==> src/design/mau_pkg.sv <==
package mau_pkg;

  localparam int MOD_BITS = 24;
  localparam int A_W = 28;
  localparam int B_W = 27;
  localparam int DIV_W = (A_W > MOD_BITS) ? A_W : MOD_BITS;
  localparam int DATA_W = 32;
  localparam int PADDR_W = 3;

  localparam logic REG_MODULUS = 1'b0;

  typedef enum logic [2:0] {
    OP_ADD    = 3'd0,
    OP_SUB    = 3'd1,
    OP_NEG    = 3'd2,
    OP_MUL    = 3'd3,
    OP_QUO    = 3'd4,
    OP_RECIP  = 3'd5,
    OP_POW    = 3'd6,
    OP_REDUCE = 3'd7
  } op_t;

  typedef struct packed {
    op_t                   operation;
    logic signed [A_W-1:0] operand_a;
    logic [B_W-1:0]        operand_b;
  } req_t;

  typedef struct packed {
    logic [MOD_BITS-1:0] result;
    logic                error;
  } rsp_t;

  typedef enum logic [1:0] {
    DS_A   = 2'd0,
    DS_B   = 2'd1,
    DS_EUC = 2'd2
  } div_src_t;

  typedef enum logic [2:0] {
    MS_AB   = 3'd0,
    MS_TQ   = 3'd1,
    MS_AINV = 3'd2,
    MS_ACC  = 3'd3,
    MS_SQ   = 3'd4
  } mul_src_t;

  typedef struct packed {
    logic     capture;
    logic     div_start;
    div_src_t div_sel;
    logic     a_load;
    logic     b_load;
    logic     mul_start;
    mul_src_t mul_sel;
    logic     res_simple;
    logic     err_set;
    logic     euc_init;
    logic     euc_rem;
    logic     euc_step;
    logic     res_inv;
    logic     res_mul;
    logic     pow_one;
    logic     pow_init;
    logic     acc_load;
    logic     base_load;
    logic     res_acc;
    logic     out_load;
  } cmd_t;

  typedef struct packed {
    logic m_zero;
    logic div_done;
    logic mul_done;
    op_t  op;
    logic braw_zero;
    logic b_zero;
    logic rtmp_zero;
    logic r1_one;
    logic e_bit0;
    logic e_last;
  } sts_t;

endpackage

==> src/design/mau_div.sv <==
module mau_div
  import mau_pkg::*;
(
  input  logic                clk,
  input  logic                rst,
  input  logic                start,
  input  logic [DIV_W-1:0]    dividend,
  input  logic [MOD_BITS-1:0] divisor,
  output logic                done,
  output logic [DIV_W-1:0]    quot,
  output logic [MOD_BITS-1:0] rem
);

  localparam int CNT_W = $clog2(DIV_W);

  logic                busy;
  logic [CNT_W-1:0]    cnt;
  logic [DIV_W-1:0]    dq;
  logic [MOD_BITS-1:0] rm;
  logic [MOD_BITS-1:0] dvs;
  logic [MOD_BITS:0]   trial;
  logic [MOD_BITS:0]   diff;
  logic                ge;

  assign trial = {rm, dq[DIV_W-1]};
  assign ge    = trial >= {1'b0, dvs};
  assign diff  = trial - {1'b0, dvs};

  always_ff @(posedge clk) begin
    if (rst) begin
      busy <= 1'b0;
      cnt  <= '0;
      done <= 1'b0;
    end else if (start) begin
      busy <= 1'b1;
      cnt  <= '0;
      done <= 1'b0;
    end else if (busy) begin
      cnt <= cnt + CNT_W'(1);
      if (cnt == CNT_W'(DIV_W - 1)) begin
        busy <= 1'b0;
        done <= 1'b1;
      end
    end else begin
      done <= 1'b0;
    end
  end

  always_ff @(posedge clk) begin
    if (start) begin
      dq  <= dividend;
      rm  <= '0;
      dvs <= divisor;
    end else if (busy) begin
      rm <= ge ? diff[MOD_BITS-1:0] : trial[MOD_BITS-1:0];
      dq <= {dq[DIV_W-2:0], ge};
    end
  end

  assign quot = dq;
  assign rem  = rm;

endmodule

==> src/design/mau_mulmod.sv <==
module mau_mulmod
  import mau_pkg::*;
(
  input  logic                clk,
  input  logic                rst,
  input  logic                start,
  input  logic [MOD_BITS-1:0] x,
  input  logic [MOD_BITS-1:0] y,
  input  logic [MOD_BITS-1:0] m,
  output logic                done,
  output logic [MOD_BITS-1:0] p
);

  localparam int CNT_W = $clog2(MOD_BITS);

  logic                busy;
  logic [CNT_W-1:0]    cnt;
  logic [MOD_BITS-1:0] acc;
  logic [MOD_BITS-1:0] xs;
  logic [MOD_BITS-1:0] ys;
  logic [MOD_BITS-1:0] ms;
  logic [MOD_BITS:0]   dbl;
  logic [MOD_BITS:0]   dbl_red;
  logic [MOD_BITS:0]   sum;
  logic [MOD_BITS:0]   sum_red;

  assign dbl     = {acc, 1'b0};
  assign dbl_red = (dbl >= {1'b0, ms}) ? dbl - {1'b0, ms} : dbl;
  assign sum     = dbl_red + (ys[MOD_BITS-1] ? {1'b0, xs} : '0);
  assign sum_red = (sum >= {1'b0, ms}) ? sum - {1'b0, ms} : sum;

  always_ff @(posedge clk) begin
    if (rst) begin
      busy <= 1'b0;
      cnt  <= '0;
      done <= 1'b0;
    end else if (start) begin
      busy <= 1'b1;
      cnt  <= '0;
      done <= 1'b0;
    end else if (busy) begin
      cnt <= cnt + CNT_W'(1);
      if (cnt == CNT_W'(MOD_BITS - 1)) begin
        busy <= 1'b0;
        done <= 1'b1;
      end
    end else begin
      done <= 1'b0;
    end
  end

  always_ff @(posedge clk) begin
    if (start) begin
      acc <= '0;
      xs  <= x;
      ys  <= y;
      ms  <= m;
    end else if (busy) begin
      acc <= sum_red[MOD_BITS-1:0];
      ys  <= {ys[MOD_BITS-2:0], 1'b0};
    end
  end

  assign p = acc;

endmodule

==> src/design/mau_dp.sv <==
module mau_dp
  import mau_pkg::*;
(
  input  logic                clk,
  input  logic                rst,
  input  req_t                req,
  input  logic [MOD_BITS-1:0] modulus,
  input  cmd_t                cmd,
  output sts_t                sts,
  output rsp_t                rsp
);

  op_t                   op;
  logic signed [A_W-1:0] a_raw;
  logic [B_W-1:0]        braw;
  logic [MOD_BITS-1:0]   a_res;
  logic [MOD_BITS-1:0]   b_res;
  logic [MOD_BITS-1:0]   r0;
  logic [MOD_BITS-1:0]   r1;
  logic [MOD_BITS-1:0]   rtmp;
  logic [MOD_BITS-1:0]   t0;
  logic [MOD_BITS-1:0]   t1;
  logic [MOD_BITS-1:0]   acc;
  logic [MOD_BITS-1:0]   base;
  logic [B_W-1:0]        e;
  logic [MOD_BITS-1:0]   res;
  logic                  err;
  rsp_t                  rsp_q;

  logic [A_W-1:0]      a_mag;
  logic [DIV_W-1:0]    dividend;
  logic [MOD_BITS-1:0] divisor;
  logic                div_done;
  logic [DIV_W-1:0]    div_quot;
  logic [MOD_BITS-1:0] div_rem;
  logic [MOD_BITS-1:0] mx;
  logic [MOD_BITS-1:0] my;
  logic                mul_done;
  logic [MOD_BITS-1:0] mul_p;
  logic [MOD_BITS-1:0] a_from_rem;
  logic [MOD_BITS:0]   sum;
  logic [MOD_BITS:0]   sum_red;
  logic [MOD_BITS-1:0] simple;
  logic [MOD_BITS-1:0] t_new;

  assign a_mag = a_raw[A_W-1] ? (~$unsigned(a_raw)) + A_W'(1) : $unsigned(a_raw);

  always_comb begin
    unique case (cmd.div_sel)
      DS_B: begin
        dividend = DIV_W'(braw);
        divisor  = modulus;
      end
      DS_EUC: begin
        dividend = DIV_W'(r0);
        divisor  = r1;
      end
      default: begin
        dividend = DIV_W'(a_mag);
        divisor  = modulus;
      end
    endcase
  end

  always_comb begin
    unique case (cmd.mul_sel)
      MS_TQ: begin
        mx = t1;
        my = div_quot[MOD_BITS-1:0];
      end
      MS_AINV: begin
        mx = a_res;
        my = t1;
      end
      MS_ACC: begin
        mx = acc;
        my = base;
      end
      MS_SQ: begin
        mx = base;
        my = base;
      end
      default: begin
        mx = a_res;
        my = b_res;
      end
    endcase
  end

  mau_div u_div (
    .clk      (clk),
    .rst      (rst),
    .start    (cmd.div_start),
    .dividend (dividend),
    .divisor  (divisor),
    .done     (div_done),
    .quot     (div_quot),
    .rem      (div_rem)
  );

  mau_mulmod u_mulmod (
    .clk   (clk),
    .rst   (rst),
    .start (cmd.mul_start),
    .x     (mx),
    .y     (my),
    .m     (modulus),
    .done  (mul_done),
    .p     (mul_p)
  );

  assign a_from_rem = (a_raw[A_W-1] && div_rem != '0) ? modulus - div_rem : div_rem;

  assign sum     = {1'b0, a_res} + {1'b0, b_res};
  assign sum_red = (sum >= {1'b0, modulus}) ? sum - {1'b0, modulus} : sum;

  always_comb begin
    case (op)
      OP_ADD:  simple = sum_red[MOD_BITS-1:0];
      OP_SUB:  simple = (a_res >= b_res) ? a_res - b_res : a_res + (modulus - b_res);
      OP_NEG:  simple = (a_res == '0) ? '0 : modulus - a_res;
      default: simple = a_res;
    endcase
  end

  assign t_new = (t0 >= mul_p) ? t0 - mul_p : t0 + (modulus - mul_p);

  always_ff @(posedge clk) begin
    if (cmd.capture) begin
      op    <= req.operation;
      a_raw <= req.operand_a;
      braw  <= req.operand_b;
    end
    if (cmd.a_load) begin
      a_res <= a_from_rem;
    end
    if (cmd.b_load) begin
      b_res <= div_rem;
    end
    if (cmd.euc_init) begin
      r0 <= modulus;
      r1 <= b_res;
      t0 <= '0;
      t1 <= MOD_BITS'(1);
    end else if (cmd.euc_step) begin
      r0 <= r1;
      r1 <= rtmp;
      t0 <= t1;
      t1 <= t_new;
    end
    if (cmd.euc_rem) begin
      rtmp <= div_rem;
    end
    if (cmd.pow_init) begin
      acc  <= (modulus == MOD_BITS'(1)) ? '0 : MOD_BITS'(1);
      base <= a_res;
      e    <= braw;
    end else begin
      if (cmd.acc_load) begin
        acc <= mul_p;
      end
      if (cmd.base_load) begin
        base <= mul_p;
        e    <= e >> 1;
      end
    end
    if (cmd.capture) begin
      res <= '0;
      err <= 1'b0;
    end else begin
      if (cmd.res_simple) res <= simple;
      if (cmd.res_inv) res <= t1;
      if (cmd.res_mul) res <= mul_p;
      if (cmd.pow_one) res <= MOD_BITS'(1);
      if (cmd.res_acc) res <= acc;
      if (cmd.err_set) err <= 1'b1;
    end
    if (cmd.out_load) begin
      rsp_q.result <= res;
      rsp_q.error  <= err;
    end
  end

  always_comb begin
    sts.m_zero    = modulus == '0;
    sts.div_done  = div_done;
    sts.mul_done  = mul_done;
    sts.op        = op;
    sts.braw_zero = braw == '0;
    sts.b_zero    = b_res == '0;
    sts.rtmp_zero = rtmp == '0;
    sts.r1_one    = r1 == MOD_BITS'(1);
    sts.e_bit0    = e[0];
    sts.e_last    = e[B_W-1:1] == '0;
  end

  assign rsp = rsp_q;

endmodule

==> src/design/mau_ctrl.sv <==
module mau_ctrl
  import mau_pkg::*;
(
  input  logic clk,
  input  logic rst,
  input  logic req_valid,
  output logic req_ready,
  output logic rsp_valid,
  input  logic rsp_ready,
  input  sts_t sts,
  output cmd_t cmd
);

  typedef enum logic [12:0] {
    S_IDLE   = 13'b0000000000001,
    S_LOAD   = 13'b0000000000010,
    S_RA     = 13'b0000000000100,
    S_RB     = 13'b0000000001000,
    S_DISP   = 13'b0000000010000,
    S_MUL    = 13'b0000000100000,
    S_ESTART = 13'b0000001000000,
    S_EDIV   = 13'b0000010000000,
    S_EMUL   = 13'b0000100000000,
    S_PSTEP  = 13'b0001000000000,
    S_PACC   = 13'b0010000000000,
    S_PSQ    = 13'b0100000000000,
    S_FIN    = 13'b1000000000000
  } state_t;

  state_t state;
  state_t state_next;

  always_comb begin
    state_next = state;
    cmd        = '0;
    unique case (state)
      S_IDLE: begin
        if (req_valid) begin
          cmd.capture = 1'b1;
          state_next  = S_LOAD;
        end
      end
      S_LOAD: begin
        if (sts.m_zero) begin
          state_next = S_FIN;
        end else begin
          cmd.div_start = 1'b1;
          cmd.div_sel   = DS_A;
          state_next    = S_RA;
        end
      end
      S_RA: begin
        if (sts.div_done) begin
          cmd.a_load    = 1'b1;
          cmd.div_start = 1'b1;
          cmd.div_sel   = DS_B;
          state_next    = S_RB;
        end
      end
      S_RB: begin
        if (sts.div_done) begin
          cmd.b_load = 1'b1;
          state_next = S_DISP;
        end
      end
      S_DISP: begin
        unique case (sts.op) inside
          OP_ADD, OP_SUB, OP_NEG, OP_REDUCE: begin
            cmd.res_simple = 1'b1;
            state_next     = S_FIN;
          end
          OP_MUL: begin
            cmd.mul_start = 1'b1;
            cmd.mul_sel   = MS_AB;
            state_next    = S_MUL;
          end
          OP_QUO, OP_RECIP: begin
            if (sts.b_zero) begin
              cmd.err_set = 1'b1;
              state_next  = S_FIN;
            end else begin
              cmd.euc_init = 1'b1;
              state_next   = S_ESTART;
            end
          end
          OP_POW: begin
            if (sts.braw_zero) begin
              cmd.pow_one = 1'b1;
              state_next  = S_FIN;
            end else begin
              cmd.pow_init = 1'b1;
              state_next   = S_PSTEP;
            end
          end
          default: state_next = S_FIN;
        endcase
      end
      S_MUL: begin
        if (sts.mul_done) begin
          cmd.res_mul = 1'b1;
          state_next  = S_FIN;
        end
      end
      S_ESTART: begin
        cmd.div_start = 1'b1;
        cmd.div_sel   = DS_EUC;
        state_next    = S_EDIV;
      end
      S_EDIV: begin
        cmd.div_sel = DS_EUC;
        if (sts.div_done) begin
          cmd.euc_rem   = 1'b1;
          cmd.mul_start = 1'b1;
          cmd.mul_sel   = MS_TQ;
          state_next    = S_EMUL;
        end
      end
      S_EMUL: begin
        if (sts.mul_done) begin
          if (!sts.rtmp_zero) begin
            cmd.euc_step = 1'b1;
            state_next   = S_ESTART;
          end else if (!sts.r1_one) begin
            cmd.err_set = 1'b1;
            state_next  = S_FIN;
          end else if (sts.op == OP_RECIP) begin
            cmd.res_inv = 1'b1;
            state_next  = S_FIN;
          end else begin
            cmd.mul_start = 1'b1;
            cmd.mul_sel   = MS_AINV;
            state_next    = S_MUL;
          end
        end
      end
      S_PSTEP: begin
        cmd.mul_start = 1'b1;
        if (sts.e_bit0) begin
          cmd.mul_sel = MS_ACC;
          state_next  = S_PACC;
        end else begin
          cmd.mul_sel = MS_SQ;
          state_next  = S_PSQ;
        end
      end
      S_PACC: begin
        if (sts.mul_done) begin
          cmd.acc_load  = 1'b1;
          cmd.mul_start = 1'b1;
          cmd.mul_sel   = MS_SQ;
          state_next    = S_PSQ;
        end
      end
      S_PSQ: begin
        if (sts.mul_done) begin
          cmd.base_load = 1'b1;
          if (sts.e_last) begin
            cmd.res_acc = 1'b1;
            state_next  = S_FIN;
          end else begin
            state_next = S_PSTEP;
          end
        end
      end
      S_FIN: begin
        if (!rsp_valid || rsp_ready) begin
          cmd.out_load = 1'b1;
          state_next   = S_IDLE;
        end
      end
      default: state_next = S_IDLE;
    endcase
  end

  always_ff @(posedge clk) begin
    if (rst) begin
      state     <= S_IDLE;
      rsp_valid <= 1'b0;
    end else begin
      state <= state_next;
      if (cmd.out_load) begin
        rsp_valid <= 1'b1;
      end else if (rsp_ready) begin
        rsp_valid <= 1'b0;
      end
    end
  end

  assign req_ready = state == S_IDLE;

endmodule

==> src/design/modular_arithmetic_unit_core.sv <==
// Channel   Handshake                  Payload       Width
// request   req_valid / req_ready      req (req_t)   3 + 28 + 27 bits
// response  rsp_valid / rsp_ready      rsp (rsp_t)   24 + 1 bits
// config    psel, penable, pwrite      pwdata        32 bits, modulus at byte 0
//
// Every request with a nonzero modulus first reduces both operands on the shared restoring
// divider, one pass each; add, subtract, negate and reduce then finish without further passes.
// Multiply adds one pass of the shift-add modular multiplier.
// Each reciprocal Euclid step runs the divider and then the multiplier; each step of a power
// runs a multiply when the exponent bit is set and then a squaring.
// Reset is synchronous; it returns the controller to idle and sets the modulus to 1.
// A finished result waits in the output register; the next request is taken meanwhile.
module modular_arithmetic_unit_core
  import mau_pkg::*;
(
  input  logic               clk,
  input  logic               rst,
  input  logic               req_valid,
  output logic               req_ready,
  input  req_t               req,
  output logic               rsp_valid,
  input  logic               rsp_ready,
  output rsp_t               rsp,
  input  logic               psel,
  input  logic               penable,
  input  logic               pwrite,
  input  logic [PADDR_W-1:0] paddr,
  input  logic [DATA_W-1:0]  pwdata,
  output logic [DATA_W-1:0]  prdata,
  output logic               pready
);

  logic [MOD_BITS-1:0] modulus;
  cmd_t                cmd;
  sts_t                sts;

  assign pready = 1'b1;

  always_ff @(posedge clk) begin
    if (rst) begin
      modulus <= MOD_BITS'(1);
    end else if (psel && penable && pwrite && paddr[2] == REG_MODULUS) begin
      modulus <= pwdata[MOD_BITS-1:0];
    end
  end

  assign prdata = (paddr[2] == REG_MODULUS) ? DATA_W'(modulus) : '0;

  mau_ctrl u_ctrl (
    .clk       (clk),
    .rst       (rst),
    .req_valid (req_valid),
    .req_ready (req_ready),
    .rsp_valid (rsp_valid),
    .rsp_ready (rsp_ready),
    .sts       (sts),
    .cmd       (cmd)
  );

  mau_dp u_dp (
    .clk     (clk),
    .rst     (rst),
    .req     (req),
    .modulus (modulus),
    .cmd     (cmd),
    .sts     (sts),
    .rsp     (rsp)
  );

  assert property (@(posedge clk) disable iff (rst)
    rsp_valid && rsp.error |-> rsp.result == '0)
    else $error("error response carries a nonzero result");

  assert property (@(posedge clk) disable iff (rst)
    req_valid && req_ready |=> !req_ready)
    else $error("request taken while an item is in progress");

  assert property (@(posedge clk) disable iff (rst)
    !(sts.div_done && sts.mul_done))
    else $error("divider and multiplier finished together");

endmodule
==> config.mk <==
export PLATFORM = sky130hd
export DESIGN_NAME = modular_arithmetic_unit_core
export DESIGN_NICKNAME = d
export VERILOG_FILES = /design/src/design/mau_pkg.sv /design/src/design/mau_div.sv /design/src/design/mau_mulmod.sv /design/src/design/mau_dp.sv /design/src/design/mau_ctrl.sv /design/src/design/modular_arithmetic_unit_core.sv
export SDC_FILE = /design/constraint.sdc
export NUM_CORES = 2
export LEC_CHECK = 0
export BUFFER_PORTS_ARGS = -buffer_cell sky130_fd_sc_hd__buf_2
export CORE_UTILIZATION = 50
export CTS_CLUSTER_SIZE = 40
export DETAILED_ROUTE_END_ITERATION = 8
export GPL_TIMING_DRIVEN = 0
export PLACE_DENSITY = 0.69
export SLEW_MARGIN = 5
export SYNTH_ARGS = -nofsm -noshare
export SYNTH_HDL_FRONTEND = slang
export SYNTH_SLANG_ARGS = --single-unit
==> constraint.sdc <==
create_clock -name clk -period 7.6 [get_ports clk]
set_clock_uncertainty 0.15 [all_clocks]
set_input_delay 0 -clock clk [delete_from_list [all_inputs] [get_ports clk]]
set_output_delay 0 -clock clk [all_outputs]
set_load 0.05 [all_outputs]
**Word level (Yosys, flattened, before mapping)**

Index checks and enable logic that the tools add are counted.

- Logic and storage cells: 239
- Flip-flop bits (word level): 575
- Output and inout port bits: 60
- Input port bits: 100

- Multiplexer cells: 110
- Reduce and logical (&&, ||, !) cells: 30
- $add $sub $neg: 17
- Bitwise operators: 4
- Equal/unequal tests: 39
- Order comparisons: 6

Operators with widths:

| cell | count |
|---|---|
| 24-bit two-way mux | 25 |
| 24-bit one-hot mux with 3 select lines | 3 |
| 24-bit subtractor | 9 |
| 13-bit two-way mux | 16 |
| 13-bit one-hot mux with 13 select lines | 1 |
| 25-bit by 24-bit greater-or-equal comparator with 1-bit output | 4 |
| 24-bit logical NOT | 4 |
| 28-bit two-way mux | 3 |
| 28-bit one-hot mux with 2 select lines | 1 |
| 27-bit two-way mux | 2 |
| 24-bit adder | 2 |
| 24-bit by 1-bit == test with 1-bit output (second input constant) | 2 |
| 24-bit greater-or-equal comparator | 2 |
| 13-bit one-hot mux with 3 select lines | 1 |
| 1-bit two-way mux | 35 |
| 4-bit two-way mux | 8 |
| 28-bit by 1-bit adder with 28-bit output (second input constant) | 1 |
| 28-bit NOT | 1 |
| 27-bit logical NOT | 1 |
| 26-bit logical NOT | 1 |
| 24-bit by 24-bit adder with 25-bit output | 1 |
| 25-bit by 24-bit adder with 25-bit output | 1 |
| 25-bit two-way mux | 1 |
| 25-bit by 24-bit subtractor with 25-bit output | 1 |
| other kinds (41) | 80 |

**Depth between registers and ports, before layout**

- Word-level depth: 10
- Mapped depth: 35
- Depth with buffers taken out: 32

**Modules after synthesis**

From an unflattened synthesis, not the netlist that was laid out.

- Cells, all modules: 4728
- Area total of the unflattened synthesis: 43723.2 µm²

Modules (own cells, without submodules):

| module | cells each | area each (µm²) | times used | sequential area each (µm²) |
|---|---|---|---|---|
| mau_dp | 3108 | 28439.8 | 1 | 9809.4 |
| mau_mulmod | 874 | 8012.7 | 1 | 2782.7 |
| mau_div | 432 | 4591.9 | 1 | 2182.1 |
| mau_ctrl | 172 | 1340.0 | 1 | 280.3 |
| modular_arithmetic_unit_core | 142 | 1338.8 | 1 | 480.5 |

**Worst setup path before layout**

Ideal clock, no wire load.

- Kind: flip-flop to flip-flop
- From: reg u_dp.u_mulmod.acc[9], in the netlist u_dp.u_mulmod.p[9]
- To: reg u_dp.u_mulmod.acc[5], in the netlist u_dp.u_mulmod.p[5]
- Setup slack: 0.441 ns
- Path buffers: 4
- Setup time: 0.132 ns
- Data required time: 7.318 ns
- Period minus slack after synthesis: 7.159 ns
- Arrival: 6.876 ns
- Stages on the path, launching flop included: 32
- Cell sequence: dfxtp_1 > ha_1 > a21o_1 > a2111oi_0 > a221o_1 > a31oi_1 > o21ai_1 > o31a_1 > clkbuf_1 > clkbuf_1 > a21oi_1 > ha_1 > a211oi_1 > o21bai_1 > a2111o_1 > a21oi_1 > o21ai_0 > a311oi_1 > nor3_1 > ha_1 > a21o_1 > a21o_1 > a21o_1 > a21o_1 > a21o_1 > o21a_1 > nor3b_1 > mux2i_1 > buf_2 > clkbuf_1 > o21ai_0 > a21oi_1

- Longest elaborated chain between the ends: 5
- Elaborated cells on any way between the ends: 7
- Those cells by class: 3 x add/sub; 2 x order compare; 2 x mux

RTL lines:

| element | line | text |
|---|---|---|
| start: declaration | mau_mulmod.sv:18 | `logic [MOD_BITS-1:0] acc;` |
| start signal: assignment | mau_mulmod.sv:59 | `acc <= sum_red[MOD_BITS-1:0];` |
| 25-bit by 24-bit subtractor with 25-bit output or 25-bit by 24-bit greater-or-equal comparator with 1-bit output (tied branches) | mau_mulmod.sv:28 | `assign dbl_red = (dbl >= {1'b0, ms}) ? dbl - {1'b0, ms} : dbl;` |
| 25-bit two-way mux * | mau_mulmod.sv:28 |  |
| 25-bit by 24-bit adder with 25-bit output * | mau_mulmod.sv:29 | `assign sum = dbl_red + (ys[MOD_BITS-1] ? {1'b0, xs} : '0);` |
| 25-bit by 24-bit greater-or-equal comparator with 1-bit output or 24-bit subtractor (tied branches) | mau_mulmod.sv:30 | `assign sum_red = (sum >= {1'b0, ms}) ? sum - {1'b0, ms} : sum;` |
| 24-bit two-way mux * | mau_mulmod.sv:30 |  |

Mark *: on every way between the ends. The rest lies on a longest branch, timed or not.
A chain may end at the register's enable or synchronous reset.

**Worst setup path in the final report**

- From: reg u_dp.u_mulmod.acc[10], in the netlist u_dp.u_mulmod.p[10]
- To: reg u_dp.u_mulmod.acc[22], in the netlist u_dp.u_mulmod.p[22]

- Longest elaborated chain between the ends: 5
- Elaborated cells on any way between the ends: 7
- Those cells by class: 3 x add/sub; 2 x order compare; 2 x mux

RTL lines:

| element | line |
|---|---|
| 25-bit by 24-bit subtractor with 25-bit output or 25-bit by 24-bit greater-or-equal comparator with 1-bit output (tied branches) | mau_mulmod.sv:28 |
| 25-bit two-way mux * | mau_mulmod.sv:28 |
| 25-bit by 24-bit adder with 25-bit output * | mau_mulmod.sv:29 |
| 24-bit subtractor or 25-bit by 24-bit greater-or-equal comparator with 1-bit output (tied branches) | mau_mulmod.sv:30 |
| 24-bit two-way mux * | mau_mulmod.sv:30 |

Marked as above.

==> results_dict.tcl <==
set metrics [dict create \
    worstSetupStartpoint "u_dp.u_mulmod.p[10]" \
    wire_length_of_the_first_global_routing_pass_mm 254 \
    failed_checks "design-rule violations" \
    gr-usage-met1_pct 54.2 \
    fillerInstances 7232 \
    avgSynthCellArea_um2 8.99 \
    worst_path_buffer_plus_inverter_count 5 \
    startpoint_type "flop" \
    clock_tree.root_cell "sky130_fd_sc_hd__clkbuf_16" \
    most_used_standard_cell_by_instance_count_after_synthesis "sky130_fd_sc_hd__a21oi_1" \
    dieArea_mm2 0.0831 \
    timing.critical_path.max_delay_family "compound AO/OA/AOI/OAI gates" \
    worstSetupEndpoint "u_dp.u_mulmod.p[22]" \
    grt_util_all_layers_pct 42.8 \
    power.net_switching_w 0.00570 \
    worstPathArrival_ns 7.80 \
    power_switching_share_pct 41.1 \
    detailed_place.area_mm2 0.0433 \
    post-route-drc-count 6 \
    timing.critical_path.required_ns 8.00 \
    die_width_um 288 \
    fp.coreArea_mm2 0.0808 \
    ir_drop_mv 0.309 \
    busiest_layer "met2" \
    critical-path-max-stage-delay_ns 0.41 \
    worstReg2RegEnd "u_dp.u_mulmod.p[22]" \
    final_nets 5396 \
    synth.top_cell.area_share_pct 29.5 \
    clk_latency_ns 0.64 \
    clock_tree_from_tritoncts "done" \
    max-clock-path-buffers 3 \
    port_buffers 138 \
    i_o_pins 160 \
    vias 39200 \
    cts_buffers 69 \
    synth.lib_cells_used.distinct 81 \
    hold_ws_ns 0.0300 \
    worst-path-stages 32 \
    final-hold-violation-count 0 \
    grt_remaining_overflow 0 \
    sequentialPowerShare_pct 31.2 \
    rr_startpoint "u_dp.u_mulmod.p[10]" \
    worst_slew_margin_rel_pct 8.82 \
    tritoncts_num_sinks 575 \
    crit_fanout 7 \
    ys_ff_latch 575 \
    synth-edff-count 402 \
    die_height_um 288 \
    criticalPathCategory "flop to flop" \
    area_added_between_synthesis_and_finish_pct 15.9 \
    finalSetupTns_ns 0 \
    yosys.area.top_type "sky130_fd_sc_hd__edfxtp_1" \
    numPlacedInstances 5774 \
    htree_levels 3 \
    dp_hpwl_mm 138 \
    post_route_cells_drive_above_1_share_pct 8.65 \
    num_rows 104 \
    wl_per_cell_um 29.8 \
    combinationalPowerShare_pct 45.0 \
    clock_power_share_pct 23.8 \
    worstMarginPinSlew_ns 1.36 \
    initial_core_util_pct 50.7 \
    main_synth_ff_type "sky130_fd_sc_hd__edfxtp_1" \
    avgViaCountPerCell 6.45 \
    finish.cell_count_without_fillers 6075 \
    setup_viol_count_final 0 \
    power_density_mw_per_mm2 292 \
    drtIter0Drc 5168 \
    groute.layer.met2.usage_pct 65.2 \
    antenna_found_initial 15 \
    status "finished with violations" \
    clk_transition_reported_paths_ns 0.06 \
    critPathSlowestCell "sky130_fd_sc_hd__dfxtp_2" \
    post-route-util_pct 58.7 \
    synth-async-reset-ratio_pct 0 \
    synth.area.top_cells "sky130_fd_sc_hd__edfxtp_1, sky130_fd_sc_hd__ha_1, sky130_fd_sc_hd__dfxtp_1" \
    routability_congestion 1.06 \
    final.min_clock_period_ns 7.41 \
    p_int_w 0.00817 \
    post_synth_instance_area_mm2 0.0410 \
    design_area_mm2 0.0475 \
    postSynthCellCount 4557 \
    p_leak_nw 19.1 \
    synth_warnings 0 \
    largest_net_degree_at_the_start_of_global_routing 58 \
    detail_route.wirelength_mm 181 \
    worst-r2r-cell-count 32 \
    globalRouteMet3Util_pct 11.5 \
    holdCritPathClass "input pin to flop" \
    max_freq_mhz 135 \
    maxCapViolations 0 \
    timing.reg2reg.setup_slack_ns 0.19 \
    ant_nets 0 \
    final_min_period_over_clock_period_pct 97.4 \
    finalMaxSlewViolations 0 \
    netlist_top_cells_count "sky130_fd_sc_hd__a21oi_1, sky130_fd_sc_hd__edfxtp_1, sky130_fd_sc_hd__nand2_1" \
    first_global_vias 36600 \
    drt-pass1-iter-count 9 \
    critPathCaptureType "flop" \
    synth.yosys.seq_area_share_pct 37.9 \
]
## cell families after synthesis
kind of cell	share of synthesized area [%]
AOI/OAI and AO/OA	22.2
adders and majority gates	11.6
muxes	2.76
xor gates and xnor gates	5.71
and+or+nand+nor	14.5
DFF	37.9
other	0.0183
buffers and inverters	5.35
## worst min-delay path by stage
| stage | depth (start not counted) | end | startpoint | slack, ns |
|---|---|---|---|---|
| after global placement | 1 | u_dp.a_raw[21] | req[48] | 0.03 |
| final | 4 | modulus[18] | pwdata[18] | 0.03 |
| after global routing | 4 | modulus[21] | pwdata[21] | 0.05 |
| after floorplan | 0 | u_dp.a_raw[0] | req[27] | -0.05 |
| after detailed placement | 1 | u_dp.a_raw[27] | req[54] | 0.03 |
| after CTS | 4 | modulus[11] | pwdata[11] | 0.006 |
## layout by cell type (no fill, tap or decap), drive strengths merged, types with 56 or more instances in the layout
cell type and n:
nor3 87, edfxtp 402, nand2 393, buf 192, dlygate4sd3 150, ha 289, a21o 81, nor2 354
xor2 100, and2 59, o21bai 61, a21oi 425, xnor2 167, o21ai 370, nor4 62, o21a 56
fa 56, inv 372, dfxtp 173, clkbuf 269
## state kept, by name, summed over array words and instances (netlist names), 25 cells and up
signal and flops:
u_dp.a_raw 28, u_dp.braw 27, u_dp.e 27, u_dp.rsp 25
u_dp.u_div.quot 28
## per-layer routing
| layer | part of all wire (%) | vias to the layer above |
|---|---|---|
| met2 | 43 | 2429 |
| met1 | 38 | 18800 |
| li1 | - | 17400 |
| met4 | 7.4 | 20 |
| met5 | 0.12 | - |
| met3 | 12 | 593 |
## cell type report
type / count / area, um^2 / area share [%]
Antenna cell: 8 / 20.0 / 0.0422
Inverter: 369 / 1390 / 2.92
Buffer: 203 / 860 / 1.81
Sequential cell: 575 / 15500 / 32.7
Clock buffer: 91 / 1850 / 3.90
Tap cell: 1060 / 1330 / 2.79
Multi-Input combinational cell: 3416 / 23600 / 49.7
Clock inverter: 36 / 369 / 0.778
Timing Repair Buffer: 317 / 2500 / 5.28
## per-stage QoR
stage | worst slack [ns] | power [W]
after floorplan | 0.441 | 0.00836
after global placement | -1.87 | 0.00991
after detailed placement | -1.95 | 0.00998
after CTS | 0.00762 | 0.0135
after global routing | -0.0936 | 0.0145
final | 0.195 | 0.0139
## worst min-delay path: stages
cell,delay (ns)
sky130_fd_sc_hd__dlygate4sd3_1,0.54
sky130_fd_sc_hd__buf_2,0.12
sky130_fd_sc_hd__nand2_1,0.06
sky130_fd_sc_hd__a21oi_1,0.05
## power groups by stage
stage                     Clock (W)  Sequential [W]  Combinational (W)
after floorplan                   0         0.00401            0.00436
after CTS                   0.00331         0.00428            0.00586
final                       0.00330         0.00433            0.00624
after detailed placement          0         0.00434            0.00564
after global placement            0         0.00435            0.00556
after global routing        0.00344         0.00432            0.00679
## what timing repair did
item,in CTS,in global routing
hold buffers,150,0
endpoints found under the hold margin,94,0
setup buffers,4,11
cloned,0,1
pin swaps,2,7
endpoints found under the setup margin,24,35
resized for setup,46,38
No activity file was read; power rests on OpenSTA's default activity.
